File: config.mk
export PLATFORM = sky130hd
export DESIGN_NAME = sem_lane
export DESIGN_NICKNAME = d
export VERILOG_FILES = /design/src/design/sem_pkg.sv /design/src/design/sem_lane.sv
export SDC_FILE = /design/constraint.sdc
export NUM_CORES = 1
export LEC_CHECK = 0
export BUFFER_PORTS_ARGS = -buffer_cell sky130_fd_sc_hd__buf_2
export CORE_UTILIZATION = 63
export CTS_CLUSTER_DIAMETER = 200
export DETAILED_ROUTE_END_ITERATION = 6
export GPL_TIMING_DRIVEN = 0
export PLACE_DENSITY_LB_ADDON = 0.15
export SLEW_MARGIN = 20
export SYNTH_ARGS = -nofsm -noshare
export SYNTH_HDL_FRONTEND = slang
export SYNTH_SLANG_ARGS = --single-unit
File: constraint.sdc
create_clock -name clk -period 7.81 [get_ports clk]
set_input_delay 1.1715 -clock clk [delete_from_list [all_inputs] [get_ports clk]]
set_output_delay 1.1715 -clock clk [all_outputs]
set_load 0.02 [all_outputs]
File: src/design/sem_pkg.sv
// Package for the Sobel edge magnitude block: item types, register indexes,
// state codes and kernel constants. No dependencies.
`default_nettype none
package sem_pkg;
  typedef struct packed {
    logic [7:0] red_in;
    logic [7:0] green_in;
    logic [7:0] blue_in;
  } in_item_t;

  typedef struct packed {
    logic [11:0] out_row;
    logic [9:0]  out_col;
    logic [7:0]  red_out;
    logic [7:0]  green_out;
    logic [7:0]  blue_out;
    logic        run_end;
  } out_item_t;

  typedef logic [2:0][2:0][7:0] win_t;  // [row][col] bytes of one channel

  typedef struct packed {
    logic start;
    logic done;
  } lane_ctl_t;

  localparam logic [3:0] CFG_WIDTH  = 4'd0;
  localparam logic [3:0] CFG_HEIGHT = 4'd1;

  localparam logic [10:0] WIDTH_RESET  = 11'd640;
  localparam logic [11:0] HEIGHT_RESET = 12'd480;

  localparam logic [20:0] SAT_LIMIT = 21'd64771;  // 255*254+1
  localparam logic [7:0]  MAG_MAX   = 8'd255;

  typedef enum logic [2:0] {
    ST_IDLE,
    ST_READ,
    ST_PICK,
    ST_CALC,
    ST_SEND
  } state_t;
endpackage
`default_nettype wire

File: src/design/sem_lane.sv
// One channel lane: Sobel gradients, then a bit-serial rounded square root.
// Depends on sem_pkg.
`default_nettype none
module sem_lane
  import sem_pkg::*;
(
  input  wire logic clk,
  input  wire logic rst_n,
  input  wire logic start,
  input  win_t      win,
  output logic      done,
  output logic [7:0] mag
);
  logic              busy_r;
  logic [3:0]        step_r;
  logic signed [10:0] gx_r, gy_r;
  logic [20:0]       s_r;
  logic [7:0]        m_r;
  logic              done_r;
  logic [7:0]        mag_r;

  logic signed [10:0] gx_nxt, gy_nxt;
  logic [7:0]         bit_m, t;
  logic [15:0]        tt, mm;
  logic [20:0]        sq_sum;

  always_comb begin
    gx_nxt = 11'(signed'({3'b0, win[0][2]})) + 11'(signed'({3'b0, win[1][2]})) * 11'sd2
           + 11'(signed'({3'b0, win[2][2]}))
           - 11'(signed'({3'b0, win[0][0]})) - 11'(signed'({3'b0, win[1][0]})) * 11'sd2
           - 11'(signed'({3'b0, win[2][0]}));
    gy_nxt = 11'(signed'({3'b0, win[2][0]})) + 11'(signed'({3'b0, win[2][1]})) * 11'sd2
           + 11'(signed'({3'b0, win[2][2]}))
           - 11'(signed'({3'b0, win[0][0]})) - 11'(signed'({3'b0, win[0][1]})) * 11'sd2
           - 11'(signed'({3'b0, win[0][2]}));
    sq_sum = 21'(22'(gx_r) * 22'(gx_r) + 22'(gy_r) * 22'(gy_r));
    bit_m  = 8'h80 >> (step_r - 4'd1);
    t      = m_r | bit_m;
    tt     = 16'(t) * 16'(t);
    mm     = 16'(m_r) * 16'(m_r);
  end

  always_ff @(posedge clk) begin
    if (!rst_n) begin
      busy_r <= 1'b0;
      done_r <= 1'b0;
      step_r <= '0;
    end else begin
      done_r <= 1'b0;
      if (start) begin
        busy_r <= 1'b1;
        step_r <= '0;
      end else if (busy_r) begin
        step_r <= step_r + 4'd1;
        if (step_r == 4'd9) begin
          busy_r <= 1'b0;
          done_r <= 1'b1;
        end
      end
    end
  end

  always_ff @(posedge clk) begin
    if (start) begin
      gx_r <= gx_nxt;
      gy_r <= gy_nxt;
      m_r  <= '0;
    end else if (busy_r) begin
      if (step_r == 4'd0) begin
        s_r <= sq_sum;
      end else if (step_r <= 4'd8) begin
        if (21'(tt) <= s_r) begin
          m_r <= t;
        end
      end else begin
        if (s_r >= SAT_LIMIT) begin
          mag_r <= MAG_MAX;
        end else if (21'(mm) + 21'(m_r) + 21'd1 <= s_r) begin
          mag_r <= m_r + 8'd1;
        end else begin
          mag_r <= m_r;
        end
      end
    end
  end

  assign done = done_r;
  assign mag  = mag_r;
endmodule
`default_nettype wire

==> load_flow_metrics.sql <==
INSERT INTO impl_metrics (metric_group, metric, value, unit) VALUES
('synth', 'syn_inst', '1712', ''),
('clocking', 'buffer_depth_of_the_longest_clock_path', '2', ''),
('setup_path', 'crit_path_top_delay_cell', 'sky130_fd_sc_hd__edfxtp_1', ''),
('synth', 'yosysSeqAreaShare', '0.108', ''),
('timing', 'slew_headroom', '0.410', ''),
('min_path', 'hp-start', 'step_r[1]', ''),
('synth', 'synth_area_per_cell', '9.76', 'um^2'),
('clocking', 'cts_hold_repair.buffers', '0', ''),
('setup_path', 'path_cells', 'clkbuf_1 > nand2_1 > inv_1 > fa_1 > fa_1 > inv_1 > fa_1 > fa_1 > fa_1 > fa_1 > inv_1 > fa_1 > ha_1 > nor2_1 > or4b_1 > o22ai_2 > a21oi_1 > a31o_2 > a21oi_1 > xnor2_1', ''),
('clocking', 'path_clk_slew', '60', 'ps'),
('clocking', 'cts.root.buffer_cell', 'sky130_fd_sc_hd__clkbuf_16', ''),
('setup_path', 'crit_path_max_incr_delay', '750', 'ps'),
('setup_path', 'path_max_fanout', '11', ''),
('global_routing', 'globalRouteTotalUtil', '0.271', ''),
('route', 'via_per_inst', '5.31', ''),
('timing', 'min_period_over_period', '0.952', ''),
('global_routing', 'global_route_wire_length_before_repair', '56500', 'um'),
('synth', 'synthDistinctLibCells', '58', ''),
('layout', 'design_area', '0.0179', 'mm^2'),
('floorplanning', 'die_height', '165', 'um'),
('synth', 'synth_fp_nets', '2339', ''),
('floorplanning', 'dieArea', '0.0272', 'mm^2'),
('min_path', 'worst_hold_path_type', 'reg2reg', ''),
('timing', 'final-hold-violation-count', '0', ''),
('global_routing', 'grt_start_max_net_pins', '26', ''),
('route', 'detailedRoute.firstIterationViolations', '494', ''),
('setup_path', 'r2r_slack', '370', 'ps'),
('min_path', 'whs_path_depth', '2', ''),
('timing', 'fmax', '134', 'MHz'),
('timing', 'period_minus_slack', '7440', 'ps'),
('layout', 'n_antenna_cell', '0', ''),
('route', 'firstDrtPassIters', '5', ''),
('placement', 'place.port_buffers', '75', ''),
('floorplanning', 'design.portCount', '84', ''),
('synth', 'synth_flop_cell', 'sky130_fd_sc_hd__edfxtp_1', ''),
('timing', 'worst-slew-pin-transition', '885', 'ps'),
('timing', 'finalSetupViolations', '0', ''),
('status', 'status', 'finished, final reports clean', ''),
('timing', 'max_slew_violation_count', '0', ''),
('route', 'routed-via-count', '11400', ''),
('setup_path', 'crit_path_frequent_cell', 'sky130_fd_sc_hd__fa_1', ''),
('clocking', 'cts_made_buffers', '9', ''),
('synth', 'synthSimpleGateAreaFrac', '0.0956', ''),
('clocking', 'clock_tree.htree_level_count', '3', ''),
('layout', 'drive_gt1_frac', '0.0708', ''),
('setup_path', 'setup.worst_path.end', 's_r[20]', ''),
('synth', 'synth_fa_ha_area_frac', '0.568', ''),
('setup_path', 'critical_path_class', 'reg2reg', ''),
('synth', 'syn-cell-area', '0.0167', 'mm^2'),
('setup_path', 'crit_start', 'gy_r[10]', ''),
('global_routing', 'antenna_found_initial', '0', ''),
('route', 'route.final.wire_length', '33700', 'um'),
('global_routing', 'grt_pass1_vias', '12400', ''),
('layout', 'areaGrowthSynthToFinish', '6.91', '%'),
('global_routing', 'gr-total-overflow', '0', ''),
('clocking', 'cts_sinks', '65', ''),
('setup_path', 'timing.reg2reg.worst_path_depth', '20', ''),
('clocking', 'cts_tree', 'built', ''),
('clocking', 'clock_latency_reported_for_the_late_side_of_the_worst_skew_pair', '350', 'ps'),
('placement', 'post_dp_cell_area', '0.0175', 'mm^2'),
('floorplanning', 'die-width', '165', 'um'),
('synth', 'count_of_flip_flops_with_a_built_in_enable_after_synthesis', '51', ''),
('route', 'remaining_drc_errors', '0', ''),
('synth', 'post_synthesis_compound_gate_area_fraction', '0.0642', ''),
('setup_path', 'r2r-end', 's_r[20]', ''),
('placement', 'hpwlAfterDp', '30200', 'um'),
('setup_path', 'setup.worst_path.start_class', 'flop', ''),
('synth', 'synth_top_family_by_area', 'adder cells', ''),
('route', 'wire_per_inst', '15.7', 'um'),
('layout', 'num-nets-final', '2429', ''),
('synth', 'yosys.area_share.xor_xnor', '0.0482', '');
## final cells by class
cell class / instances / area, um^2
fill: 2039 / 8190
sequential: 65 / 1810
timing repair buffer: 79 / 398
clock buffer: 10 / 250
clock inverter: 6 / 46.3
tap: 335 / 419
buffer: 34 / 135
inverter: 470 / 1760
multi-input combinational: 1143 / 13000
## what timing repair did
action | in CTS | in global routing
buffers inserted | 0 | 1
gates resized for setup | 0 | 16
setup endpoints to repair | 0 | 8
## cells in the final DEF (no fill, tap or decap), types with 3 or more instances in the layout
master | synthesis | final
sky130_fd_sc_hd__ha_1 | 207 | 206
sky130_fd_sc_hd__or3_1 | 5 | 5
sky130_fd_sc_hd__and2_1 | 48 | 48
sky130_fd_sc_hd__nand2_1 | 91 | 91
sky130_fd_sc_hd__a21oi_2 | 1 | 4
sky130_fd_sc_hd__o211ai_1 | 6 | 6
sky130_fd_sc_hd__nor4_1 | 5 | 4
sky130_fd_sc_hd__clkbuf_16 | 0 | 10
sky130_fd_sc_hd__clkbuf_1 | 33 | 30
sky130_fd_sc_hd__nor3_1 | 12 | 12
sky130_fd_sc_hd__inv_1 | 467 | 467
sky130_fd_sc_hd__or4_1 | 4 | 4
sky130_fd_sc_hd__a21o_1 | 13 | 13
sky130_fd_sc_hd__a211oi_1 | 14 | 14
sky130_fd_sc_hd__edfxtp_1 | 51 | 51
sky130_fd_sc_hd__dfxtp_1 | 14 | 12
sky130_fd_sc_hd__fa_1 | 345 | 345
sky130_fd_sc_hd__xnor2_1 | 65 | 65
sky130_fd_sc_hd__o22ai_2 | 1 | 3
sky130_fd_sc_hd__nand3_1 | 9 | 9
sky130_fd_sc_hd__a21oi_1 | 59 | 56
sky130_fd_sc_hd__nor2_1 | 86 | 86
sky130_fd_sc_hd__or2_2 | 9 | 9
sky130_fd_sc_hd__o21a_1 | 10 | 10
sky130_fd_sc_hd__a31oi_1 | 3 | 3
sky130_fd_sc_hd__buf_2 | 1 | 79
sky130_fd_sc_hd__nor2b_1 | 26 | 26
sky130_fd_sc_hd__o21ai_0 | 32 | 32
sky130_fd_sc_hd__nand2b_1 | 14 | 14
sky130_fd_sc_hd__xor2_1 | 27 | 27
sky130_fd_sc_hd__o21bai_1 | 8 | 8
sky130_fd_sc_hd__nand4_1 | 9 | 9
## flip-flops by register name, indices dropped and copies added (netlist names)
signal  flops
busy_r      1
done        1
gx_r       11
gy_r       11
m_r         8
mag         8
s_r        21
step_r      4
## worst max-delay path: cells and delay by family (launching register included)
family,cells,cell delay [ps]
adders and majority gates,8,3700
buffers and inverters,4,1030
AOI/OAI and AO/OA,4,830
and+or+nand+nor,3,790
DFF,1,750
xor gates and xnor gates,1,70
## through the flow
| step | util | setup slack [ps] | TNS [ps] | instances | hold slack, ps |
|---|---|---|---|---|---|
| finish | 0.686 | 375 | 0 | 2142 | 569 |
| global route | 0.686 | -22.3 | -22.3 | 2142 | 598 |
| CTS | 0.684 | 5.59 | 0 | 2141 | 620 |
| detailed placement | 0.673 | 29.2 | 0 | 2125 | 611 |
| global placement | 0.672 | 91.7 | 0 | 2122 | 601 |
| floorplan | - | 1100 | 0 | 1712 | 559 |
## worst min path at each step
stage and endpoint:
3_5_place_dp step_r[1], 4_1_cts step_r[1], 2_1_floorplan step_r[1], 5_1_grt step_r[1], 6_report step_r[1], 3_3_place_gp step_r[1]
## metal layers
layer,wire [um],vias up,GRT usage,share of wire
li1,-,5401,-,-
met1,13000,5609,0.303,0.39
met2,18100,282,0.514,0.54
met3,1140,91,0.0286,0.034
met4,1450,0,0.122,0.043
met5,0,-,0,0
## Yosys cell counts, types with 3 or more instances
library cell | n | share of area
sky130_fd_sc_hd__inv_1 | 467 | 0.10
sky130_fd_sc_hd__fa_1 | 345 | 0.41
sky130_fd_sc_hd__ha_1 | 207 | 0.15
sky130_fd_sc_hd__nand2_1 | 91 | 0.020
sky130_fd_sc_hd__nor2_1 | 86 | 0.019
sky130_fd_sc_hd__xnor2_1 | 65 | 0.034
sky130_fd_sc_hd__a21oi_1 | 59 | 0.018
sky130_fd_sc_hd__edfxtp_1 | 51 | 0.092
sky130_fd_sc_hd__and2_1 | 48 | 0.018
sky130_fd_sc_hd__clkbuf_1 | 33 | 0.0074
sky130_fd_sc_hd__o21ai_0 | 32 | 0.0096
sky130_fd_sc_hd__xor2_1 | 27 | 0.014
sky130_fd_sc_hd__nor2b_1 | 26 | 0.0097
sky130_fd_sc_hd__a211oi_1 | 14 | 0.0063
sky130_fd_sc_hd__dfxtp_1 | 14 | 0.017
sky130_fd_sc_hd__nand2b_1 | 14 | 0.0052
sky130_fd_sc_hd__a21o_1 | 13 | 0.0058
sky130_fd_sc_hd__nor3_1 | 12 | 0.0036
sky130_fd_sc_hd__o21a_1 | 10 | 0.0045
sky130_fd_sc_hd__nand3_1 | 9 | 0.0027
sky130_fd_sc_hd__nand4_1 | 9 | 0.0034
sky130_fd_sc_hd__or2_2 | 9 | 0.0034
sky130_fd_sc_hd__o21bai_1 | 8 | 0.0036
sky130_fd_sc_hd__o211ai_1 | 6 | 0.0027
sky130_fd_sc_hd__nor4_1 | 5 | 0.0019
sky130_fd_sc_hd__or3_1 | 5 | 0.0019
sky130_fd_sc_hd__o22ai_1 | 4 | 0.0015
sky130_fd_sc_hd__or4_1 | 4 | 0.0018
sky130_fd_sc_hd__a31oi_1 | 3 | 0.0011
## cell families after synthesis
group                      after synthesis
xor gates and xnor gates                92
adders and majority gates              552
AOI/OAI and AO/OA                      170
buffers and inverters                  504
and+or+nand+nor                        326
muxes                                    3
DFF                                     65
Power is not shown: default switching activity piles up to over one toggle a cycle in this logic, so the estimate is an artifact.
